===== src/rtl/krwlt_pkg.sv =====
// Package for the keyed reader-writer lock table: field widths, codes and types.
// No dependencies; the interfaces, the core and the checker import it.
`timescale 1ns / 1ps
package krwlt_pkg;

    localparam int TABLE_ENTRIES_DEF = 16;
    localparam int KEY_BITS_DEF      = 32;
    localparam int COUNT_BITS_DEF    = 8;

    localparam int ACTION_W    = 2;
    localparam int LOCK_KEY_W  = 32;
    localparam int STATUS_W    = 3;
    localparam int READERS_W   = 8;
    localparam int READERS_MAX = 255;

    typedef enum logic [ACTION_W-1:0] {
        ACT_ACQ_RD = 2'd0,
        ACT_ACQ_WR = 2'd1,
        ACT_REL_RD = 2'd2,
        ACT_REL_WR = 2'd3
    } action_t;

    typedef enum logic [STATUS_W-1:0] {
        ST_OK        = 3'd0,
        ST_WRITE_REQ = 3'd1,
        ST_WRITER    = 3'd2,
        ST_FULL      = 3'd3,
        ST_NOT_HELD  = 3'd4,
        ST_SAT       = 3'd5
    } status_t;

    typedef enum logic [1:0] {
        FSM_IDLE,
        FSM_SEARCH,
        FSM_DECIDE
    } fsm_t;

endpackage


===== src/rtl/krwlt_if.sv =====
// Valid/ready channel interfaces for lock requests and lock responses.
// Depends on krwlt_pkg for the field widths.
`timescale 1ns / 1ps
interface krwlt_req_if;
    import krwlt_pkg::*;

    logic                   valid;
    logic                   ready;
    logic [ACTION_W-1:0]    action;
    logic [LOCK_KEY_W-1:0]  lock_key;

    modport source (output valid, output action, output lock_key, input ready);
    modport sink   (input valid, input action, input lock_key, output ready);
endinterface

interface krwlt_rsp_if;
    import krwlt_pkg::*;

    logic                 valid;
    logic                 ready;
    logic                 granted;
    logic [STATUS_W-1:0]  status;
    logic [READERS_W-1:0] readers_now;

    modport source (output valid, output granted, output status, output readers_now,
                    input ready);
    modport sink   (input valid, input granted, input status, input readers_now,
                    output ready);
endinterface


===== src/rtl/krwlt_ram.sv =====
// Generic single-write, single-read RAM with a registered read port.
// No dependencies.
`timescale 1ns / 1ps
module krwlt_ram #(
    parameter int WIDTH = 8,
    parameter int DEPTH = 16
) (
    input  logic                     clk,
    input  logic                     wr_en,
    input  logic [$clog2(DEPTH)-1:0] wr_addr,
    input  logic [WIDTH-1:0]         wr_data,
    input  logic                     rd_en,
    input  logic [$clog2(DEPTH)-1:0] rd_addr,
    output logic [WIDTH-1:0]         rd_data
);

    logic [WIDTH-1:0] mem_reg [DEPTH];

    always_ff @(posedge clk)
    begin
        if (wr_en)
        begin
            mem_reg[wr_addr] <= wr_data;
        end
        if (rd_en)
        begin
            rd_data <= mem_reg[rd_addr];
        end
    end

endmodule


===== src/rtl/keyed_reader_writer_lock_table_core.sv =====
// Keyed reader-writer lock table with writer preference.
// Depends on krwlt_pkg, krwlt_if and krwlt_ram.
//
// Usage: a request beat on req carries an action (acquire read, acquire write,
// release read, release write) and a lock_key. Each request is one try and
// yields exactly one response beat on rsp with granted, status and the key's
// reader count after the request.
// The entries live in a RAM that is searched one entry per cycle, lowest index
// first; valid bits sit in flip-flops. A request that hits entry i stops its
// scan there; a miss scans the whole table, through the single RAM read port.
// req.ready is high only in the idle state, which follows the cycle in which
// the response is loaded, so a new request is taken only once the last response
// is loaded. A finished response waits in an output register; the next request
// may be accepted and searched meanwhile, and it holds before its update while
// rsp is stalled, so nothing is lost.
// Reset clears all valid bits and control state; the table is empty afterwards
// and ready at once, with no clearing pass.
`timescale 1ns / 1ps
module keyed_reader_writer_lock_table_core #(
    parameter int TABLE_ENTRIES = krwlt_pkg::TABLE_ENTRIES_DEF,
    parameter int KEY_BITS      = krwlt_pkg::KEY_BITS_DEF,
    parameter int COUNT_BITS    = krwlt_pkg::COUNT_BITS_DEF
) (
    input logic       clk,
    input logic       rst_n,
    krwlt_req_if.sink   req,
    krwlt_rsp_if.source rsp
);
    import krwlt_pkg::*;

    localparam int IW    = $clog2(TABLE_ENTRIES);
    localparam int WORDW = KEY_BITS + COUNT_BITS + 2;

    fsm_t state_reg, state_next;

    logic [IW:0]            scan_reg;
    logic                   cmp_vld_reg;
    logic [IW-1:0]          cmp_idx_reg;
    logic                   free_found_reg;
    logic [IW-1:0]          free_idx_reg;
    logic [TABLE_ENTRIES-1:0] valid_reg, valid_next;

    action_t                act_reg;
    logic [KEY_BITS-1:0]    key_reg;
    logic                   hit_reg;
    logic [IW-1:0]          ent_idx_reg;
    logic [COUNT_BITS-1:0]  cnt_reg;
    logic                   req_reg;
    logic                   held_reg;

    logic                   out_valid_reg;
    logic                   granted_reg;
    status_t                status_reg;
    logic [READERS_W-1:0]   readers_reg;

    logic                   rd_en;
    logic [IW-1:0]          rd_addr;
    logic [WORDW-1:0]       rd_data;
    logic [KEY_BITS-1:0]    rd_key;
    logic [COUNT_BITS-1:0]  rd_cnt;
    logic                   rd_req;
    logic                   rd_held;
    logic                   scan_done;
    logic                   match;
    logic                   last;
    logic                   accept;
    logic                   out_free;

    logic                   wr_en;
    logic [WORDW-1:0]       wr_data;
    logic [COUNT_BITS-1:0]  cur_cnt, new_cnt;
    logic                   cur_req, new_req;
    logic                   cur_held, new_held;
    logic                   have_entry;
    logic                   exists;
    logic                   set_valid;
    logic                   clr_valid;
    logic                   idle_entry;
    logic                   dec_granted;
    status_t                dec_status;
    logic [READERS_W-1:0]   dec_readers;
    logic                   decide_fire;

    assign {rd_key, rd_cnt, rd_req, rd_held} = rd_data;

    assign accept    = req.valid && req.ready;
    assign out_free  = !out_valid_reg || rsp.ready;
    assign scan_done = (scan_reg == (IW+1)'(TABLE_ENTRIES));
    assign rd_en     = (state_reg == FSM_SEARCH) && !scan_done;
    assign rd_addr   = scan_reg[IW-1:0];
    assign match     = cmp_vld_reg && valid_reg[cmp_idx_reg] && (rd_key == key_reg);
    assign last      = cmp_vld_reg && (cmp_idx_reg == IW'(TABLE_ENTRIES - 1));
    assign decide_fire = (state_reg == FSM_DECIDE) && out_free;

    assign req.ready       = (state_reg == FSM_IDLE);
    assign rsp.valid       = out_valid_reg;
    assign rsp.granted     = granted_reg;
    assign rsp.status      = status_reg;
    assign rsp.readers_now = readers_reg;

    krwlt_ram #(
        .WIDTH(WORDW),
        .DEPTH(TABLE_ENTRIES)
    ) u_krwlt_ram (
        .clk    (clk),
        .wr_en  (wr_en),
        .wr_addr(ent_idx_reg),
        .wr_data(wr_data),
        .rd_en  (rd_en),
        .rd_addr(rd_addr),
        .rd_data(rd_data)
    );

    always_comb
    begin
        cur_cnt     = hit_reg ? cnt_reg : '0;
        cur_req     = hit_reg && req_reg;
        cur_held    = hit_reg && held_reg;
        have_entry  = hit_reg || free_found_reg;
        new_cnt     = cur_cnt;
        new_req     = cur_req;
        new_held    = cur_held;
        exists      = hit_reg;
        set_valid   = 1'b0;
        clr_valid   = 1'b0;
        wr_en       = 1'b0;
        dec_granted = 1'b0;
        dec_status  = ST_OK;
        idle_entry  = 1'b0;
        case (act_reg)
            ACT_ACQ_RD:
            begin
                if (hit_reg && (cur_req || cur_held))
                begin
                    dec_status = ST_WRITER;
                end
                else if (hit_reg && (cur_cnt == '1))
                begin
                    dec_status = ST_SAT;
                end
                else if (!have_entry)
                begin
                    dec_status = ST_FULL;
                end
                else
                begin
                    new_cnt     = cur_cnt + 1'b1;
                    dec_granted = 1'b1;
                    wr_en       = 1'b1;
                    set_valid   = 1'b1;
                    exists      = 1'b1;
                end
            end
            ACT_ACQ_WR:
            begin
                if (hit_reg && (cur_cnt != '0))
                begin
                    new_req    = 1'b1;
                    wr_en      = 1'b1;
                    dec_status = ST_WRITE_REQ;
                end
                else if (hit_reg && cur_held)
                begin
                    dec_status = ST_WRITER;
                end
                else if (!have_entry)
                begin
                    dec_status = ST_FULL;
                end
                else
                begin
                    new_held    = 1'b1;
                    new_req     = 1'b0;
                    dec_granted = 1'b1;
                    wr_en       = 1'b1;
                    set_valid   = 1'b1;
                    exists      = 1'b1;
                end
            end
            ACT_REL_RD:
            begin
                if (!hit_reg || (cur_cnt == '0))
                begin
                    dec_status = ST_NOT_HELD;
                end
                else
                begin
                    new_cnt     = cur_cnt - 1'b1;
                    dec_granted = 1'b1;
                    wr_en       = 1'b1;
                    idle_entry  = (new_cnt == '0) && !new_req && !new_held;
                    clr_valid   = idle_entry;
                    exists      = !idle_entry;
                end
            end
            default:
            begin
                if (!hit_reg || !cur_held)
                begin
                    dec_status = ST_NOT_HELD;
                end
                else
                begin
                    new_held    = 1'b0;
                    dec_granted = 1'b1;
                    wr_en       = 1'b1;
                    idle_entry  = (new_cnt == '0) && !new_req;
                    clr_valid   = idle_entry;
                    exists      = !idle_entry;
                end
            end
        endcase
        wr_en   = wr_en && decide_fire;
        wr_data = {key_reg, new_cnt, new_req, new_held};
        if (!exists)
        begin
            dec_readers = '0;
        end
        else if (32'(new_cnt) > 32'(READERS_MAX))
        begin
            dec_readers = READERS_W'(READERS_MAX);
        end
        else
        begin
            dec_readers = READERS_W'(new_cnt);
        end
    end

    always_comb
    begin
        valid_next = valid_reg;
        if (decide_fire && set_valid)
        begin
            valid_next[ent_idx_reg] = 1'b1;
        end
        if (decide_fire && clr_valid)
        begin
            valid_next[ent_idx_reg] = 1'b0;
        end
    end

    always_comb
    begin
        state_next = state_reg;
        case (state_reg)
            FSM_IDLE:
            begin
                if (accept)
                begin
                    state_next = FSM_SEARCH;
                end
            end
            FSM_SEARCH:
            begin
                if (match || last)
                begin
                    state_next = FSM_DECIDE;
                end
            end
            FSM_DECIDE:
            begin
                if (out_free)
                begin
                    state_next = FSM_IDLE;
                end
            end
            default:
            begin
                state_next = FSM_IDLE;
            end
        endcase
    end

    always_ff @(posedge clk or negedge rst_n)
    begin
        if (!rst_n)
        begin
            state_reg      <= FSM_IDLE;
            valid_reg      <= '0;
            out_valid_reg  <= 1'b0;
            cmp_vld_reg    <= 1'b0;
            scan_reg       <= '0;
            free_found_reg <= 1'b0;
        end
        else
        begin
            state_reg   <= state_next;
            valid_reg   <= valid_next;
            cmp_vld_reg <= rd_en;
            if (accept)
            begin
                scan_reg       <= '0;
                free_found_reg <= 1'b0;
            end
            else if (rd_en)
            begin
                scan_reg <= scan_reg + 1'b1;
                if (!free_found_reg && !valid_reg[rd_addr])
                begin
                    free_found_reg <= 1'b1;
                end
            end
            if (decide_fire)
            begin
                out_valid_reg <= 1'b1;
            end
            else if (rsp.ready)
            begin
                out_valid_reg <= 1'b0;
            end
        end
    end

    always_ff @(posedge clk)
    begin
        cmp_idx_reg <= rd_addr;
        if (accept)
        begin
            act_reg <= action_t'(req.action);
            key_reg <= KEY_BITS'(req.lock_key);
        end
        if (rd_en && !free_found_reg && !valid_reg[rd_addr])
        begin
            free_idx_reg <= rd_addr;
        end
        if ((state_reg == FSM_SEARCH) && match)
        begin
            hit_reg     <= 1'b1;
            ent_idx_reg <= cmp_idx_reg;
            cnt_reg     <= rd_cnt;
            req_reg     <= rd_req;
            held_reg    <= rd_held;
        end
        else if ((state_reg == FSM_SEARCH) && last)
        begin
            hit_reg     <= 1'b0;
            ent_idx_reg <= free_idx_reg;
            cnt_reg     <= '0;
            req_reg     <= 1'b0;
            held_reg    <= 1'b0;
        end
        if (decide_fire)
        begin
            granted_reg <= dec_granted;
            status_reg  <= dec_status;
            readers_reg <= dec_readers;
        end
    end

endmodule


===== src/flat_wrapper.sv =====
// flat-port wrapper written by rule: the top's interface ports become plain ports
module keyed_reader_writer_lock_table_core_flat import krwlt_pkg::*;
#(
    parameter int TABLE_ENTRIES = krwlt_pkg::TABLE_ENTRIES_DEF,
    parameter int KEY_BITS      = krwlt_pkg::KEY_BITS_DEF,
    parameter int COUNT_BITS    = krwlt_pkg::COUNT_BITS_DEF
)
  (clk, rst_n, req_valid, req_action, req_lock_key, req_ready, rsp_valid, rsp_granted, rsp_status, rsp_readers_now, rsp_ready);
  krwlt_req_if req_i ();
  krwlt_rsp_if rsp_i ();
  input logic clk;
  input logic rst_n;
  input wire logic [$bits(req_i.valid)-1:0] req_valid;
  input wire logic [$bits(req_i.action)-1:0] req_action;
  input wire logic [$bits(req_i.lock_key)-1:0] req_lock_key;
  output wire logic [$bits(req_i.ready)-1:0] req_ready;
  output wire logic [$bits(rsp_i.valid)-1:0] rsp_valid;
  output wire logic [$bits(rsp_i.granted)-1:0] rsp_granted;
  output wire logic [$bits(rsp_i.status)-1:0] rsp_status;
  output wire logic [$bits(rsp_i.readers_now)-1:0] rsp_readers_now;
  input wire logic [$bits(rsp_i.ready)-1:0] rsp_ready;
  assign req_i.valid = req_valid;
  assign req_i.action = req_action;
  assign req_i.lock_key = req_lock_key;
  assign req_ready = req_i.ready;
  assign rsp_valid = rsp_i.valid;
  assign rsp_granted = rsp_i.granted;
  assign rsp_status = rsp_i.status;
  assign rsp_readers_now = rsp_i.readers_now;
  assign rsp_i.ready = rsp_ready;
  keyed_reader_writer_lock_table_core #(.TABLE_ENTRIES(TABLE_ENTRIES), .KEY_BITS(KEY_BITS), .COUNT_BITS(COUNT_BITS)) u_core (.clk(clk), .rst_n(rst_n), .req(req_i), .rsp(rsp_i));
endmodule

===== config.mk =====
export PLATFORM = sky130hd
export DESIGN_NAME = keyed_reader_writer_lock_table_core_flat
export DESIGN_NICKNAME = d
export VERILOG_FILES = /design/src/rtl/krwlt_pkg.sv /design/src/rtl/krwlt_if.sv /design/src/rtl/krwlt_ram.sv /design/src/rtl/keyed_reader_writer_lock_table_core.sv /design/src/flat_wrapper.sv
export SDC_FILE = /design/constraint.sdc
export NUM_CORES = 1
export LEC_CHECK = 0
export ABC_AREA = 1
export ABC_CLOCK_PERIOD_IN_PS = 5600
export BUFFER_PORTS_ARGS = -buffer_cell sky130_fd_sc_hd__buf_2
export CORE_MARGIN = 2
export CORE_UTILIZATION = 45
export CTS_BUF_LIST = sky130_fd_sc_hd__clkbuf_8 sky130_fd_sc_hd__clkbuf_16
export DETAILED_ROUTE_END_ITERATION = 8
export GPL_TIMING_DRIVEN = 0
export MAX_ROUTING_LAYER = met4
export PLACE_DENSITY_LB_ADDON = 0.3
export RECOVER_POWER = 100
export SKIP_CTS_REPAIR_TIMING = 1
export SYNTH_ARGS = -nofsm -noshare
export SYNTH_HDL_FRONTEND = slang
export SYNTH_SLANG_ARGS = --single-unit

===== constraint.sdc =====
create_clock -name clk -period 5.6 [get_ports clk]
set_input_delay 0.56 -clock clk [delete_from_list [all_inputs] [get_ports clk]]
set_output_delay 0.56 -clock clk [all_outputs]
set_load 0.02 [all_outputs]

# [Word-level counts from Yosys, hierarchy flattened]
# Memory sizes are Yosys's and may differ from the RTL's. A register that Yosys moved wholly into a read port is not among the register bits.
# Index checks and enable logic that the tools add are counted.
[totals] register_bits=95 mem_bits_rw=672 inputBits=38 wordCells=165 n_memories=1
[op_classes] add_sub_neg=3 n_lt_le_gt_ge=4 eq_ne=11 mux=73 bitwise_logic=3 reduce_logical=52
[memory_table] memory="u_core.u_krwlt_ram.mem_reg" depth=16 word_bits=42 read_ports=1 rd_ports_with_merged_regs=1 wr=1 line="krwlt_ram.sv:17" source="logic [WIDTH-1:0] mem_reg [DEPTH];"
[op_table] cell="$mux 8" n=7
[op_table] cell="$mux 1" n=38
[op_table] cell="$eq 32x32->1" n=1
[op_table] cell="$mux 16" n=2
[op_table] cell="$logic_and 1x1->1" n=24
[op_table] cell="$and 16x16->16" n=1
[op_table] cell="$logic_not 8->1" n=2
[op_table] cell="$not 16->16" n=1
[op_table] cell="$or 16x16->16" n=1
[op_table] cell="$pmux 8 s2" n=1
[op_table] cell="$lt 4x5->1 const B" n=3
[op_table] cell="$mux 3" n=5
[op_table] cell="$mux 2" n=5
[op_table] cell="$mux 5" n=2
[op_table] cell="$logic_not 1->1" n=9
[op_table] cell="$pmux 1 s3" n=3
[op_table] cell="$pmux 3 s3" n=1
[op_table] cell="$add 8x1->8 const B" n=1
[op_table] cell="$bmux 1 s4" n=2
[op_table] cell="$eq 8x8->1 const B" n=1
[op_table] cell="$mux 4" n=2
[op_table] cell="$reduce_bool 2->1" n=4
[op_table] cell="$reduce_bool 8->1" n=1
[op_table] cell="$sub 8x1->8 const B" n=1
[op_table] cell="16 further kinds" n=28

# [Longest topological paths before layout]
[logic_depth] ltp_word=10 depth_mapped=15 mapped_depth_nobuf=13

# [Modules after synthesis]
# A second synthesis with hierarchy kept.
[hier_totals] cells_unflattened=3528 area_unflattened_um2=35714.3
[by_module_without_submodules] mod="krwlt_ram" n_inst=1 cells_per_inst=2773 area_each_um2=29897.4 seq_area_each_um2=21440.6
[by_module_without_submodules] mod="keyed_reader_writer_lock_table_core" n_inst=1 cells_per_inst=755 area_each_um2=5816.8 seq_area_each_um2=2672.6

# [Worst setup path before layout]
# Ideal clock, no wire load.
[synth_timing] path_kind="register to register" startpoint="register u_core.hit_reg" endpoint="memory u_core.u_krwlt_ram.mem_reg[10][0] (netlist bit) (enable)" setup_time_ns=0.442 t_arrival_ns=3.688 path_slack_ns=1.471 stages_incl_launch_ff=16 path_buffers=2 synth_period_minus_slack_ns=4.129 cell_sequence="dfxtp_1 -> buf_4 -> nand2_2 -> ha_1 -> nand2_1 -> nor2_1 -> nand3_2 -> nand2_2 -> inv_2 -> nand2_2 -> nand2_1 -> inv_2 -> nand3_1 -> nand3_2 -> buf_4 -> nor2_1"
[synth_via] elab_chain_cells=9
[synth_rtl] element="start, declared" line="keyed_reader_writer_lock_table_core.sv:45" source="logic hit_reg;"
[synth_rtl] element="start signal, assigned" line="keyed_reader_writer_lock_table_core.sv:328" source="hit_reg <= 1'b1;"
[synth_rtl] element="start signal, assigned" line="keyed_reader_writer_lock_table_core.sv:336" source="hit_reg <= 1'b0;"
[synth_rtl] element="$mux 8" line="keyed_reader_writer_lock_table_core.sv:116" source="cur_cnt = hit_reg ? cnt_reg : '0;"
[synth_rtl] element="$eq 8x8->1" line="keyed_reader_writer_lock_table_core.sv:137" source="else if (hit_reg && (cur_cnt == '1))"
[synth_rtl] element="$logic_and 1x1->1" line="keyed_reader_writer_lock_table_core.sv:137"
[synth_rtl] element="$mux 1" line="keyed_reader_writer_lock_table_core.sv:137"
[synth_rtl] element="$mux 1" line="keyed_reader_writer_lock_table_core.sv:133" source="if (hit_reg && (cur_req || cur_held))"
[synth_rtl] element="$pmux 1 s3 *" line="keyed_reader_writer_lock_table_core.sv:130" source="case (act_reg)"
[synth_rtl] element="$logic_and 1x1->1 *" line="keyed_reader_writer_lock_table_core.sv:213" source="wr_en = wr_en && decide_fire;"
[synth_rtl] element="$mux 1 *" line="krwlt_ram.sv:21" source="if (wr_en)"
[synth_rtl] element="$mux 1 (not written as such) *" line="krwlt_ram.sv:23" source="mem_reg[wr_addr] <= wr_data;"
[synth_rtl] element="end, declared" line="krwlt_ram.sv:17"
# Mark *: on every way between the ends. The rest lies on a longest branch, timed or not.

# [Worst setup path after layout]
[layout_timing] startpoint="register u_core.hit_reg" endpoint="memory u_core.u_krwlt_ram.mem_reg[7][18] (netlist bit) (enable)"
# The elaborated chain is that of the path after synthesis.

==> summary.txt <==
Critical path
  • Critical path required time: 5930 ps
  • CP bufs+invs: 5
  • Reg2reg setup slack: 780 ps
  • Cell family with most CP delay: simple AND/OR/NAND/NOR gates
  • Crit-path cells: clkbuf_1, nand2_1, ha_1, nand2_1, nor2_1, nand3_2, nand2_2, inv_2, nand2_2, nand2_1, inv_1, nand3_1, nand3_2, buf_4, nor2_4, buf_12
  • Type of origin of the critical path: flop
  • Crit-path most repeated cell: nand2_1
  • R2R cell count: 16
  • CP peak stage delay: 730 ps
  • Slowest-stage cell, CP: nor2_4
  • Kind of critical path: flop to flop
  • RR Startpoint: u_core.hit_reg
  • Crit. End Element: flop
  • Reg2reg end: u_core.u_krwlt_ram.mem_reg[7][18]
  • Critical Path Fanout Max: 22
  • WP data arrival: 5140 ps

Detailed routing
  • DR vias/cell: 5.734
  • Vias post-DR: 22090
  • Pre-Repair DR Iteration Count: 8
  • Final wirelength: 89210 um
  • ANT nets after route: 0
  • DRC viols: 0
  • WL/cell: 23.15 um
  • DR iter-0 viols: 2781

STA
  • RSZ-0062 raised after global routing: no
  • Max Fclk: 207.7 MHz
  • Worst Clk Skew: 18.77 ps
  • Period utilization: 0.8599
  • Max transition margin: -0.3325
  • Final Hold Fails: 0
  • Final Slew Violations: 86
  • Tmin final: 4815 ps
  • Worst Tran Pin Value: 1978 ps
  • # setup viols final: 0

Floorplan
  • # rows: 98
  • Chip width: 273.3 um
  • Starting Density: 0.4556
  • Core area: 0.07161 sq mm
  • DIE HEIGHT: 273.3 um
  • Die area: 0.07467 sq mm
  • Ports: 52

Cells and area
  • Max reg flops: 672
  • Ant. Diodes: 0
  • Layout Cells excl Fill: 3853
  • Final-layout fill cell count: 6109
  • Final Cell Area: 0.03719 sq mm
  • Nets: 2878
  • Share of layout cells above drive strength 1: 0.07509
  • P&R area growth vs syn: 14.01%

Placed design
  • GP Congestion: 0.8999
  • # port buffers: 51
  • Final HPWL from detailed placement: 59990 um
  • DP Area: 0.03460 sq mm
  • Placed cell count: 3698

Pwr
  • Power Density: 493.3 mW/mm^2
  • Tot Pwr: 18.35 mW
  • Max VDD drop: 0.2852 mV
  • Leakage power: 12.82 nW

Outcome
  • Status: finished, violations left
  • Failing checks: max-capacitance violations, max-slew violations

GRT
  • Gr ovfl total: 0
  • Largest net degree at the start of global routing: 27
  • Vias in the first global route: 21690
  • Total Routing Usage GR: 0.2470
  • Global-route wire length before repair: 133900 um
  • Initial antenna violation count: 0

Synthesis
  • Synthesized instance count: 2677
  • Yosys warnings: 0
  • Seq/Total Area, Yosys: 0.7392
  • Syn_nets: 2720
  • Syn Area/Cell: 12.19 sq um
  • #FFs+latches synth: 809
  • Syn Std Cell Area: 0.03262 sq mm
  • Synth cell types: 40

Worst hold path
  • Worst Hold Depth: 1
  • HP Class: input port to flop
  • Hold Startpoint: req_lock_key[2]
  • Min-Delay Endpoint: u_core.key_reg[2]

Clock network
  • H-tree depth: 3
  • Clk Tree Root Cell: clkbuf_16
  • Cts bufs inserted: 84
  • Clock transition at path regs: 60 ps
  • Max clock buf depth: 3
  • Clock Sinks: 809
  • CTS tree: done
  • Worst-Skew Late Latency: 640 ps

Job
  • MaxCap Viol Count: 4
cells in the final DEF (no fill, tap or decap), drive strengths merged:
cell / Yosys / final
nor3: 7 / 7
o21ai: 377 / 377
inv: 144 / 166
and3: 2 / 2
ha: 5 / 5
dfrtp: 26 / 26
a21oi: 16 / 16
buf: 13 / 62
bufinv: 0 / 5
nor2: 459 / 459
o311ai: 2 / 2
nand4: 72 / 72
clkbuf: 126 / 236
a31oi: 3 / 3
edfxtp: 778 / 778
nand3: 54 / 54
o22ai: 170 / 170
nor3b: 2 / 2
clkinv: 1 / 39
o21bai: 8 / 8
nand2: 367 / 367
clkinvlp: 0 / 2
or2: 12 / 12
o211ai: 7 / 7
a21boi: 1 / 1
xnor2: 6 / 6
xor2: 7 / 7
nand3b: 3 / 3
a211oi: 1 / 1
dfxtp: 5 / 5
a22oi: 2 / 2
o31ai: 1 / 1
cells in the mapped netlist, drive strengths merged:
library cell | instances | area (sq um)
o211ai | 7 | 52.55
dfxtp | 5 | 100.1
and3 | 2 | 12.51
nand4 | 72 | 450.4
a21oi | 16 | 80.08
nand3b | 3 | 22.52
a22oi | 2 | 15.01
inv | 144 | 540.5
nor3b | 2 | 15.01
nand2 | 367 | 1393
ha | 5 | 62.56
a211oi | 1 | 7.510
buf | 13 | 71.31
or2 | 12 | 75.07
dfrtp | 26 | 650.6
o22ai | 170 | 1064
a31oi | 3 | 25.02
nor2 | 459 | 1728
a21boi | 1 | 7.510
clkinv | 1 | 3.750
o21bai | 8 | 60.06
o311ai | 2 | 17.52
o21ai | 377 | 1887
nor3 | 7 | 45.04
clkbuf | 126 | 473.0
xor2 | 7 | 61.31
nand3 | 54 | 280.3
edfxtp | 778 | 23360
xnor2 | 6 | 52.55
o31ai | 1 | 7.510
area by class of cell:
class	instances	area, sq um	share of cell area
inverter	145	544.3	0.01463
clock buffer	87	2155	0.05793
timing repair buffer	72	614.3	0.01652
tap	950	1189	0.03196
multi-input combinational	1584	7530	0.2024
clock inverter	67	513.0	0.01379
sequential	809	24110	0.6483
buffer	139	535.5	0.01440
stage by stage:
stage | setup TNS, ps | hold WS, ps | worst slack [ps] | util
floorplan | 0 | 264.4 | 1471 | -
global placement | -607790 | 384.9 | -1047 | 0.4757
finish | 0 | 89.69 | 784.8 | 0.5194
global route | 0 | 68.39 | 583.2 | 0.5194
detailed placement | 0 | 383.0 | 1364 | 0.4832
CTS | 0 | -38.13 | 1357 | 0.5205
kinds of logic after synthesis:
kind of cell	after synthesis	synth area share
adder cells (fa/ha/maj)	5	0.001918
XOR/XNOR	13	0.003490
AO/OA/AOI/OAI	588	0.09880
AND/OR/NAND/NOR	978	0.1233
flip-flops	809	0.7392
buffers and inverters	284	0.03337
metal layers:
metal / vias up / global-route usage / wire [um]
met5: - / - / 0
met4: 0 / 0.08858 / 3090
met3: 209 / 0.04465 / 7906
met2: 1101 / 0.3920 / 42360
met1: 10830 / 0.3205 / 35850
li1: 9959 / - / -
worst max-delay path by stage:
stage / start / endpoint / slack (ps) / depth (start not counted)
2_1_floorplan: u_core.hit_reg / u_core.u_krwlt_ram.mem_reg[10][0] / 1470 / 15
3_3_place_gp: u_core.hit_reg / u_core.u_krwlt_ram.mem_reg[14][23] / -1050 / 14
3_5_place_dp: u_core.hit_reg / u_core.u_krwlt_ram.mem_reg[7][18] / 1360 / 16
4_1_cts: u_core.hit_reg / u_core.u_krwlt_ram.mem_reg[7][24] / 1360 / 16
5_1_grt: u_core.hit_reg / u_core.u_krwlt_ram.mem_reg[5][18] / 580 / 16
6_report: u_core.hit_reg / u_core.u_krwlt_ram.mem_reg[7][18] / 780 / 16
power by group:
group	total [mW]	switching, mW	internal [mW]
logic	5.55	4.08	1.47
clock network	5.37	2.34	3.03
registers	7.43	0.280	7.15
No activity file was read; power rests on OpenSTA's default activity.
